**config.mk**
```make
export PLATFORM = sky130hd
export DESIGN_NAME = nnsa_ctrl_flat
export DESIGN_NICKNAME = d
export VERILOG_FILES = /design/src/rtl/nnsa_pkg.sv /design/src/rtl/nnsa_in_if.sv /design/src/rtl/nnsa_ctrl.sv /design/src/flat_wrapper.sv
export VERILOG_INCLUDE_DIRS = /design/src /design/src/rtl
export SDC_FILE = /design/constraint.sdc
export NUM_CORES = 1
export LEC_CHECK = 0
export BUFFER_PORTS_ARGS = -buffer_cell sky130_fd_sc_hd__buf_2
export CAP_MARGIN = 20
export CORE_UTILIZATION = 40
export DETAILED_ROUTE_END_ITERATION = 7
export HOLD_SLACK_MARGIN = 0.08
export SLEW_MARGIN = 25
export SYNTH_ARGS = -nofsm -noshare
export SYNTH_HDL_FRONTEND = slang
export SYNTH_SLANG_ARGS = --single-unit
export TNS_END_PERCENT = 20
```
**constraint.sdc**
```tcl
create_clock -name clk_i -period 3.5 [get_ports clk_i]
set_input_delay 0.35 -clock clk_i [delete_from_list [all_inputs] [get_ports clk_i]]
set_output_delay 0.35 -clock clk_i [all_outputs]
set_load 0.005 [all_outputs]
```
**src/rtl/nearest_neighbor_scale_addr_gen_macros.svh**
```systemverilog
// Assertion macros used by the address generator controller RTL.
`ifndef NEAREST_NEIGHBOR_SCALE_ADDR_GEN_MACROS_SVH
`define NEAREST_NEIGHBOR_SCALE_ADDR_GEN_MACROS_SVH

// Concurrent assertion on an explicit clock and active-low reset.
`define NNSA_ASSERT_CLK(lbl, clk, rst_n, prop, msg) \
  lbl: assert property (@(posedge clk) disable iff (!rst_n) prop) else $error(msg);

// Concurrent assertion on the block clock and reset.
`define NNSA_ASSERT(lbl, prop, msg) \
  `NNSA_ASSERT_CLK(lbl, clk_i, rst_ni, prop, msg)

`endif

```
**src/rtl/nnsa_pkg.sv**
```systemverilog
// Shared types, constants and datapath operation codes for the scaling address generator.
package nnsa_pkg;

  localparam int unsigned COORD_WIDTH_DEF = 16;
  localparam int unsigned CFG_W           = 16;
  localparam int unsigned CFG_IDX_W       = 3;
  localparam int unsigned OFS_W           = 32;
  localparam int unsigned DIM_W           = 16;
  localparam int unsigned DIV_STEPS       = OFS_W;
  localparam int unsigned DIV_CNT_W       = $clog2(DIV_STEPS);

  // Configuration register indexes
  typedef enum logic [CFG_IDX_W-1:0] {
    REG_SRC_WIDTH      = 3'd0,
    REG_SRC_HEIGHT     = 3'd1,
    REG_X_SRC_FACTOR   = 3'd2,
    REG_X_DEST_FACTOR  = 3'd3,
    REG_Y_SRC_FACTOR   = 3'd4,
    REG_Y_DEST_FACTOR  = 3'd5,
    REG_SRC_ROW_STRIDE = 3'd6,
    REG_DST_ROW_STRIDE = 3'd7
  } cfg_reg_e;

  typedef struct packed {
    logic [CFG_W-1:0] src_width;
    logic [CFG_W-1:0] src_height;
    logic [CFG_W-1:0] x_src_factor;
    logic [CFG_W-1:0] x_dest_factor;
    logic [CFG_W-1:0] y_src_factor;
    logic [CFG_W-1:0] y_dest_factor;
    logic [CFG_W-1:0] src_row_stride;
    logic [CFG_W-1:0] dst_row_stride;
  } cfg_t;

  // One datapath action per cycle, issued by the controller
  typedef enum logic [4:0] {
    OP_NONE,
    OP_MUL_XSZ,
    OP_DIV_XDEN,
    OP_SET_DSTW,
    OP_MUL_YSZ,
    OP_DIV_YDEN,
    OP_SET_DSTH,
    OP_DIV_BPP,
    OP_SET_BPP,
    OP_EMIT_RESTART,
    OP_MUL_COL_SW,
    OP_DIV_DSTW,
    OP_MUL_SX_BPP,
    OP_SRC_ADD,
    OP_MUL_ROW_DS,
    OP_DST_SET,
    OP_MUL_COL_BPP,
    OP_DST_ADD,
    OP_EMIT_COPY,
    OP_EMIT_DONE,
    OP_MUL_ROW_SH,
    OP_DIV_DSTH,
    OP_MUL_SY_SS,
    OP_SET_BASE
  } dp_op_e;

  typedef struct packed {
    logic div_busy;
    logic active;
    logic row_wrap;
    logic out_stall;
  } dp_status_t;

endpackage

```
**src/rtl/nnsa_in_if.sv**
```systemverilog
// Input channel: one restart-or-advance transaction.
interface nnsa_in_if;
  logic valid;
  logic ready;
  logic restart;

  modport source (output valid, output restart, input ready);
  modport sink   (input valid, input restart, output ready);
endinterface

```
**src/rtl/nnsa_ctrl.sv**
```systemverilog
// Controller: sequences datapath operations for restart, copy and done transactions.
`include "nearest_neighbor_scale_addr_gen_macros.svh"

module nnsa_ctrl
  import nnsa_pkg::*;
(
  input  logic       clk_i,
  input  logic       rst_ni,
  nnsa_in_if.sink    in_if,
  input  dp_status_t status_i,
  output dp_op_e     op_o
);

  typedef enum logic [4:0] {
    S_IDLE,
    // restart: sizes and bytes per pixel
    S_XMUL, S_XDIV, S_XWAIT, S_XSET,
    S_YMUL, S_YDIV, S_YWAIT, S_YSET,
    S_BDIV, S_BWAIT, S_BSET, S_RST_W, S_RST_EMIT,
    // copy: source column, then both offsets
    S_CMUL, S_CDIV, S_CWAIT, S_SXMUL, S_SRCADD,
    S_RDMUL, S_DSTSET, S_CBMUL, S_DSTADD, S_CP_W, S_CP_EMIT,
    // new source row base
    S_RBMUL, S_RBDIV, S_RBWAIT, S_RBMUL2, S_RBSET,
    // advance with no job
    S_DN_W, S_DN_EMIT
  } state_e;

  state_e state_q, state_d;
  dp_op_e op_q;
  logic   in_fire;

  function automatic dp_op_e op_for(state_e st);
    dp_op_e op;
    unique case (st)
      S_XMUL:     op = OP_MUL_XSZ;
      S_XDIV:     op = OP_DIV_XDEN;
      S_XSET:     op = OP_SET_DSTW;
      S_YMUL:     op = OP_MUL_YSZ;
      S_YDIV:     op = OP_DIV_YDEN;
      S_YSET:     op = OP_SET_DSTH;
      S_BDIV:     op = OP_DIV_BPP;
      S_BSET:     op = OP_SET_BPP;
      S_RST_EMIT: op = OP_EMIT_RESTART;
      S_CMUL:     op = OP_MUL_COL_SW;
      S_CDIV:     op = OP_DIV_DSTW;
      S_SXMUL:    op = OP_MUL_SX_BPP;
      S_SRCADD:   op = OP_SRC_ADD;
      S_RDMUL:    op = OP_MUL_ROW_DS;
      S_DSTSET:   op = OP_DST_SET;
      S_CBMUL:    op = OP_MUL_COL_BPP;
      S_DSTADD:   op = OP_DST_ADD;
      S_CP_EMIT:  op = OP_EMIT_COPY;
      S_RBMUL:    op = OP_MUL_ROW_SH;
      S_RBDIV:    op = OP_DIV_DSTH;
      S_RBMUL2:   op = OP_MUL_SY_SS;
      S_RBSET:    op = OP_SET_BASE;
      S_DN_EMIT:  op = OP_EMIT_DONE;
      default:    op = OP_NONE;
    endcase
    return op;
  endfunction

  assign in_fire = in_if.valid && in_if.ready;

  // Next-state logic
  always_comb begin
    state_d = state_q;
    unique case (state_q)
      S_IDLE: begin
        if (in_fire) begin
          priority if (in_if.restart) state_d = S_XMUL;
          else if (status_i.active)   state_d = S_CMUL;
          else                        state_d = S_DN_W;
        end
      end
      S_XMUL:     state_d = S_XDIV;
      S_XDIV:     state_d = S_XWAIT;
      S_XWAIT:    if (!status_i.div_busy) state_d = S_XSET;
      S_XSET:     state_d = S_YMUL;
      S_YMUL:     state_d = S_YDIV;
      S_YDIV:     state_d = S_YWAIT;
      S_YWAIT:    if (!status_i.div_busy) state_d = S_YSET;
      S_YSET:     state_d = S_BDIV;
      S_BDIV:     state_d = S_BWAIT;
      S_BWAIT:    if (!status_i.div_busy) state_d = S_BSET;
      S_BSET:     state_d = S_RST_W;
      S_RST_W:    if (!status_i.out_stall) state_d = S_RST_EMIT;
      S_RST_EMIT: state_d = S_IDLE;
      S_CMUL:     state_d = S_CDIV;
      S_CDIV:     state_d = S_CWAIT;
      S_CWAIT:    if (!status_i.div_busy) state_d = S_SXMUL;
      S_SXMUL:    state_d = S_SRCADD;
      S_SRCADD:   state_d = S_RDMUL;
      S_RDMUL:    state_d = S_DSTSET;
      S_DSTSET:   state_d = S_CBMUL;
      S_CBMUL:    state_d = S_DSTADD;
      S_DSTADD:   state_d = S_CP_W;
      S_CP_W:     if (!status_i.out_stall) state_d = S_CP_EMIT;
      S_CP_EMIT:  state_d = status_i.row_wrap ? S_RBMUL : S_IDLE;
      S_RBMUL:    state_d = S_RBDIV;
      S_RBDIV:    state_d = S_RBWAIT;
      S_RBWAIT:   if (!status_i.div_busy) state_d = S_RBMUL2;
      S_RBMUL2:   state_d = S_RBSET;
      S_RBSET:    state_d = S_IDLE;
      S_DN_W:     if (!status_i.out_stall) state_d = S_DN_EMIT;
      S_DN_EMIT:  state_d = S_IDLE;
      default:    state_d = S_IDLE;
    endcase
  end

  // State and registered operation code
  always_ff @(posedge clk_i or negedge rst_ni) begin
    if (!rst_ni) begin
      state_q <= S_IDLE;
      op_q    <= OP_NONE;
    end else begin
      state_q <= state_d;
      op_q    <= op_for(state_d);
    end
  end

  assign in_if.ready = (state_q == S_IDLE);
  assign op_o        = op_q;

  `NNSA_ASSERT(a_div_runs_after_start, (op_q == OP_DIV_XDEN || op_q == OP_DIV_YDEN || op_q == OP_DIV_BPP || op_q == OP_DIV_DSTW || op_q == OP_DIV_DSTH) |=> status_i.div_busy, "divider not busy after start")
  `NNSA_ASSERT(a_emit_slot_free, (op_q == OP_EMIT_COPY || op_q == OP_EMIT_RESTART || op_q == OP_EMIT_DONE) |-> !status_i.out_stall, "result written over a pending transaction")
  `NNSA_ASSERT(a_accept_leaves_idle, in_fire |=> (state_q != S_IDLE), "accepted transaction not started")

endmodule

```
**src/flat_wrapper.sv**
```systemverilog
// flat-port wrapper written by rule: the top's interface ports become plain ports
module nnsa_ctrl_flat import nnsa_pkg::*;
  (clk_i, rst_ni, status_i, op_o, in_if_valid, in_if_restart, in_if_ready);
  nnsa_in_if in_if_i ();
  input  logic clk_i;
  input  logic rst_ni;
  input  dp_status_t status_i;
  output dp_op_e op_o;
  input wire logic [$bits(in_if_i.valid)-1:0] in_if_valid;
  input wire logic [$bits(in_if_i.restart)-1:0] in_if_restart;
  output wire logic [$bits(in_if_i.ready)-1:0] in_if_ready;
  assign in_if_i.valid = in_if_valid;
  assign in_if_i.restart = in_if_restart;
  assign in_if_ready = in_if_i.ready;
  nnsa_ctrl u_core (.clk_i(clk_i), .rst_ni(rst_ni), .in_if(in_if_i), .status_i(status_i), .op_o(op_o));
endmodule
```
**Word-level counts from Yosys, hierarchy flattened**

Memory sizes are Yosys's and may differ from the RTL's. A register that Yosys moved wholly into a read port is not among the register bits.
Cells that the tools add are included.

- Add/subtract/negate cells: 0
- $mul: 0
- Div/mod/pow operators: 0
- $lt $le $gt $ge: 0
- Equal/unequal tests: 31
- Shift operators: 0
- Multiplexer cells: 13
- Bitwise logic cells: 0
- Reduce and logical (&&, ||, !) cells: 4

Operator list:

| operator | count |
|---|---|
| $pmux W5 S30 | 1 |
| $eq A5 B5 Y1 const B | 16 |
| $mux W5 | 12 |
| $eq A5 B4 Y1 const B | 8 |
| $eq A5 B3 Y1 const B | 4 |
| $eq A5 B2 Y1 const B | 2 |
| $eq A5 B1 Y1 const B | 1 |
| $logic_not A5 Y1 | 1 |
| $reduce_or A3 Y1 | 1 |
| $logic_and A1 B1 Y1 | 1 |
| $logic_not A1 Y1 | 1 |

- Register bits after elaboration: 5
- Bits in latches: 0
- Memory bits (writable): 0
- Memory bits (read-only): 160
- Input bits: 8
- Memories kept: 1

Memory list:

| memory | depth | width | read ports | clocked after Yosys merged registers in | wr ports | RTL line | RTL |
|---|---|---|---|---|---|---|---|
| (no name shown) | 32 | 5 | 1 | 1 | 0 | nnsa_ctrl.sv:35 | `unique case (st)` |

**Logic depth before layout (Yosys ltp)**

Gate-level depths: netlist of run 1.

- Word-level depth: 4
- Depth in mapped cells: 12
- Mapped depth without buffers: 11

**Least setup slack after synthesis of run 1**

Ideal clock, no wire load.

- Path type: flip-flop to flip-flop
- Start: register u_core.state_q[4]
- End: register u_core.op_q[2] (netlist: u_core.op_o[2])
- Arrival: 2,639 ps
- Required time: 3,418 ps
- Setup slack: 780 ps
- Cell stages (with the launch flop): 10
- Buffers on the path: 0
- Clock period less this slack: 2,720 ps
- Cell sequence: dfrtp_1 -> or4_4 -> nor3_2 -> a21oi_1 -> a22oi_1 -> inv_1 -> ha_1 -> nor4_1 -> a221oi_1 -> a31oi_1

- Word-level cells in the longest chain between the ends: 4

Ends and longest elaborated chain:

| what | RTL line | RTL |
|---|---|---|
| start, declared | nnsa_ctrl.sv:29 | `state_e state_q, state_d;` |
| start signal, assigned | nnsa_ctrl.sv:118 | `state_q <= state_d;` |
| $logic_not A5 Y1 | nnsa_ctrl.sv:69, nnsa_ctrl.sv:123 |  |
| $logic_and A1 B1 Y1 | nnsa_ctrl.sv:64 | `assign in_fire = in_if.valid && in_if.ready;` |
| $mux W5 | nnsa_ctrl.sv:71 | `if (in_fire) begin` |
| $pmux W5 S30 (*) | nnsa_ctrl.sv:69 | `unique case (state_q)` |
| net u_core.state_d[1] | nnsa_ctrl.sv:29 |  |
| end, declared | nnsa_ctrl.sv:30 | `dp_op_e op_q;` |

The timed path passes the listed nets; every way through them passes the cells marked *.

**Worst setup path after layout of run 1**

- Start: register u_core.state_q[2]
- End: register u_core.op_q[4] (netlist: u_core.op_o[4])

The elaborated chain is that of the path after synthesis.

==> results.yml, run 1 <==
synthesis:
  synth_most_common_cell: "dfrtp_1"
  synth_top_area_cell: "dfrtp_1"
  seq_area_frac_synth: 0.2191
  synth_nets: 157
  syn_area_mm2: 0.001142
  synth_edf_count: 0
  ys_ff_latch: 10
  synth_cell_types: 58
  synth_area_leaders: "dfrtp_1 22%, ha_1 6.6%, buf_2 3.9%, o21ai_0 3.9%, a21oi_1 3.1%"
  yosys.area.top_type_share: 0.2191
  async_flop_share: 1.000
  syn-instance-count: 143
  synthFlopType: "dfrtp_1"
  synth_top_cells_by_count: "10 x dfrtp_1, 9 x buf_2, 9 x o21ai_0"
  synth_area_per_cell_um2: 7.988
  yosys_warnings: 0
die:
  std_cell_rows: 19
  die_x_um: 55.44
  dieArea_mm2: 0.003074
  core_mm2: 0.002734
  io_pins: 14
  start_util: 0.4178
  die_y_um: 55.44
route:
  drt_wl_total_um: 2894
  drtIter0Drc: 57
  vias_per_cell: 6.270
  first_pass_iters: 4
  ant_nets: 0
  drc_errors: 0
  wl_per_cell_um: 15.64
  vias: 1160
hold_path:
  hold_class: "in2async"
timing:
  finalCritPeriodShare: 0.8413
  worst_slack_ns: 0.5553
  slew_headroom: 0.5401
  rsz0062_at_grt: "false"
  period_needed_ns: 2.945
  skew_ns: 0.003144
  fmax_mhz: 339.6
  final-setup-viol-count: 0
  hold_ws_ns: 0.4580
  tns_ns: 0
  worstMarginPinSlew_ns: 0.6899
  hold_viol: 0
  drv_slew: 0
cts:
  cts_inserted_buffers: 3
  path_clk_slew_ns: 0.06
  clock_sinks: 10
  cts_root_buf: "clkbuf_4"
  cts_resized: 0
  cts_tree: "built"
  clk_path_buf_depth: 2
  htreeDepth: 1
  clock_latency_ns: 0.27
global_route:
  grt_first_pass_wirelength_um: 4767
  grt_use_total: 0.1983
  grt-ovfl-total: 0
  grt_pass1_vias: 1036
  grt_max_degree: 25
  grt_antenna_before_repair: 0
placement:
  dp_hpwl_um: 2211
  globalplace.congestion: 0.8517
  port_buffers: 13
  pre_cts_ws_ns: 0.5923
  dpl.cell_count: 180
layout:
  diodes: 0
  stdcell_count: 185
  fillCellCount: 282
  nNetsFinal: 169
  syn2layout_area_growth_pct: 10.51
  layout-drive-gt1-share: 0.2143
  multi_input_area_um2: 795.8
  ff_latch_area_um2: 250.2
worst_setup_path:
  crit_slowest_cell: "dfrtp_1"
  critPathLaunchType: "register"
  critPathMaxFanout: 22
  cp_cell_sequence: "or4_4 -> or2_1 -> inv_1 -> a31oi_1 -> nand4_1 -> inv_1 -> ha_1 -> nor4_1 -> o21ai_0 -> a21oi_1"
  crit_buf_inv: 2
  critPathKind: "reg2reg"
  cpMostUsedCell: "inv_1"
  critPathArrivalTime_ns: 3.13
  worst_setup_path_end_kind: "register"
  critical-path-top-delay-family: "simple AND/OR/NAND/NOR gates"
  worstPathRequired_ns: 3.69
  cp_slowest_stage_delay_ns: 0.58
job:
  drv_cap: 0
outcome:
  status: "finished clean"
flip-flops by register name, indices dropped and copies added (netlist names):
| register | cells |
|---|---|
| u_core.op_o | 5 |
| u_core.state_q | 5 |
final timing paths:
check,to,slack [ns],depth (start not counted),start
setup / recovery,u_core.op_o[4],0.56,10,u_core.state_q[2]
hold / removal,u_core.state_q[2],0.46,2,rst_ni
setup reg to reg,u_core.op_o[4],0.56,10,u_core.state_q[2]
hold reg to reg,u_core.state_q[2],0.89,4,u_core.state_q[0]
max in group asynchronous,u_core.state_q[3],2.86,2,rst_ni
min in group clk_i,u_core.state_q[0],0.57,3,in_if_valid
area by class of cell:
type                       count  share of cell area
multi-input combinational    113              0.6303
sequential                    10              0.1982
timing repair buffer          18             0.08325
tap                           31             0.03072
clock buffer                   4             0.02874
inverter                       9             0.02874
layer usage:
| metal | track usage | vias up | wire length [µm] |
|---|---|---|---|
| li1 | - | 568 | - |
| met2 | 0.3064 | 38 | 1395 |
| met3 | 0.01874 | 7 | 101 |
| met5 | 0 | - | 0 |
| met1 | 0.2596 | 547 | 1308 |
| met4 | 0.1393 | 0 | 88 |
what timing repair did:
item                      CTS  global route
hold endpoints to repair   10             0
hold buffers                1             0
buffers inserted            0             0
cell usage in the layout, fill, tap and decap left out, types with 3 or more instances in the layout:
cell | netlist | routed
or3_1 | 4 | 4
clkbuf_4 | 0 | 3
nor4_1 | 3 | 3
buf_2 | 9 | 13
nand3_1 | 5 | 5
nand2_1 | 6 | 6
dfrtp_1 | 10 | 10
o21ai_0 | 9 | 9
nor2_1 | 6 | 6
a31oi_1 | 5 | 5
inv_1 | 6 | 6
a21oi_1 | 7 | 7
o211ai_1 | 4 | 4
ha_1 | 6 | 6
nand2b_1 | 5 | 5
buf_4 | 0 | 4
nand4_1 | 5 | 5
stage by stage:
step | util | instance area (µm²)
4_1_cts | 0.4618 | 1262
6_report | 0.4618 | 1262
2_1_floorplan | - | 1142
3_5_place_dp | 0.4449 | 1216
5_1_grt | 0.4618 | 1262
3_3_place_gp | 0.4449 | 1216
kinds of logic (layout without fill, tap and decap cells):
kind of cell             Yosys count  in the layout  synth area share
flip-flops                        10             10            0.2191
multiplexers                       4              4           0.03724
AND/OR/NAND/NOR                   57             57            0.3122
buffers and inverters             20             31           0.08434
XOR/XNOR                           2              2           0.01534
AO/OA/AOI/OAI                     44             44            0.2662
adder cells (fa/ha/maj)            6              6           0.06572
Power of run 1 is not shown: default switching activity piles up to over one toggle a cycle in this logic, so the estimate is an artifact.
==> run 2: changes to the inputs <==
clock period = 2.42 ns   (was 3.5 ns; I/O delays follow)
==> run 2 against run 1 <==
  * Sequential share of layout area decreased by 3.1 points
  * Fmax increased by 23%
  * Core utilization increased by 8.7 points
  * Register-to-register slack got worse by 0.54 ns
  * Die area unchanged
  * Worst hold slack got worse by 0.090 ns
  * Via count increased by 4.6%
  * Global-route usage increased by 1.3 points
  * Worst setup slack got worse by 0.54 ns
  * Clock skew decreased by 0.0016 ns
==> results.yml, run 2 (synthesized netlist as in run 1, its figures left out) <==
worst_setup_path:
  ff2ff_path_depth: 9
  crit_slowest_cell: "or4_4"
  crit_end: "u_core.op_o[1]"
  cp_slowest_stage_delay_ns: 0.57
  critical-path-top-delay-family: "simple AND/OR/NAND/NOR gates"
  critPathLaunchType: "register"
  worstPathRequired_ns: 2.56
  critPathArrivalTime_ns: 2.54
  worst_setup_path_end_kind: "register"
  timing.rr.start: "u_core.state_q[0]"
  worstSetupPathDepth: 9
  cp_cell_sequence: "or4_4 -> nor3_4 -> a21oi_1 -> a22oi_2 -> inv_2 -> ha_2 -> mux2_4 -> o211ai_1 -> o211ai_1"
  critPathMaxFanout: 3
  critPathKind: "reg2reg"
  r2r_end: "u_core.op_o[1]"
  rrSetupSlack_ns: 0.02
  crit_buf_inv: 1
  cpMostUsedCell: "o211ai_1"
  crit_start: "u_core.state_q[0]"
hold_path:
  hold_class: "in2async"
cts:
  path_clk_slew_ns: 0.06
  htreeDepth: 1
  clock_sinks: 10
  cts_inserted_buffers: 3
  clock_latency_ns: 0.26
  cts_root_buf: "clkbuf_4"
  clk_path_buf_depth: 2
  cts_tree: "built"
route:
  drt_wl_total_um: 3212
  ant_nets: 0
  first_pass_iters: 4
  drc_errors: 0
  vias: 1213
  drtIter0Drc: 32
  vias_per_cell: 5.860
  wl_per_cell_um: 15.52
die:
  die_y_um: 55.44
  core_mm2: 0.002734
  dieArea_mm2: 0.003074
  die_x_um: 55.44
  std_cell_rows: 19
  start_util: 0.4178
  io_pins: 14
placement:
  dp_hpwl_um: 2422
  port_buffers: 13
  pre_cts_ws_ns: -0.02296
  globalplace.congestion: 0.8830
global_route:
  grt_pass1_vias: 1104
  grt-ovfl-total: 0
  grt_use_total: 0.2113
  grt_first_pass_wirelength_um: 5188
  grt_max_degree: 23
  grt_antenna_before_repair: 0
layout:
  mostFrequentLayoutCells: "25 x buf_4, 13 x buf_2, 9 x dfrtp_1"
  ff_latch_area_um2: 251.5
  diodes: 0
  syn2layout_area_growth_pct: 31.43
  fillCellCount: 243
  layout_commonest_cell: "buf_4"
  nNetsFinal: 191
  multi_input_area_um2: 855.8
  layout-drive-gt1-share: 0.3807
outcome:
  status: "finished clean"
timing:
  slew_headroom: 0.6913
  hold_viol: 0
  drv_slew: 0
  skew_ns: 0.001501
  worst_slack_ns: 0.01644
  fmax_mhz: 416.0
  finalCritPeriodShare: 0.9932
  rsz0062_at_grt: "true"
  period_needed_ns: 2.404
  final-setup-viol-count: 0
  worstMarginPinSlew_ns: 0.4582
  hold_ws_ns: 0.3682
job:
  drv_cap: 0
-- run 2: final cells by class --
| class | count | share of cell area |
|---|---|---|
| Multi-Input combinational cell | 113 | 0.5700 |
| Timing Repair Buffer | 40 | 0.1883 |
| Sequential cell | 10 | 0.1675 |
| Tap cell | 31 | 0.02583 |
| Clock buffer | 4 | 0.02417 |
| Inverter | 9 | 0.02417 |
-- run 2: timing repair --
action / in CTS / in global routing
setup buffers: 0 / 4
hold buffers: 1 / 0
endpoints found under the hold margin: 10 / 0
gates resized for setup: 1 / 12
setup endpoints to repair: 2 / 3
pin swaps: 0 / 11
-- run 2: through the flow --
step           setup TNS (ns)  area [µm²]  cells  utilization
6_report                    0        1501    207       0.5492
4_1_cts              -0.02421        1434    203       0.5245
5_1_grt               -0.3242        1501    207       0.5492
3_5_place_dp         -0.02959        1388    198       0.5076
2_1_floorplan        -0.08885        1166    143            -
3_3_place_gp        -0.009177        1388    198       0.5076
-- run 2: worst min-delay path by stage --
stage               startpoint           endpoint  cells after the start
floorplan               rst_ni     u_core.op_o[0]                      0
global placement        rst_ni     u_core.op_o[0]                      1
detailed placement      rst_ni  u_core.state_q[1]                      1
CTS                     rst_ni  u_core.state_q[1]                      2
global route            rst_ni  u_core.state_q[1]                      2
finish                  rst_ni     u_core.op_o[0]                      2
-- run 2: layer usage --
layer,routed length [µm],global-route usage
met4,47,0.07143
met5,0,0
met3,87,0.01639
met1,1555,0.2925
met2,1522,0.3477
Power of run 2 is left out for the same reason.
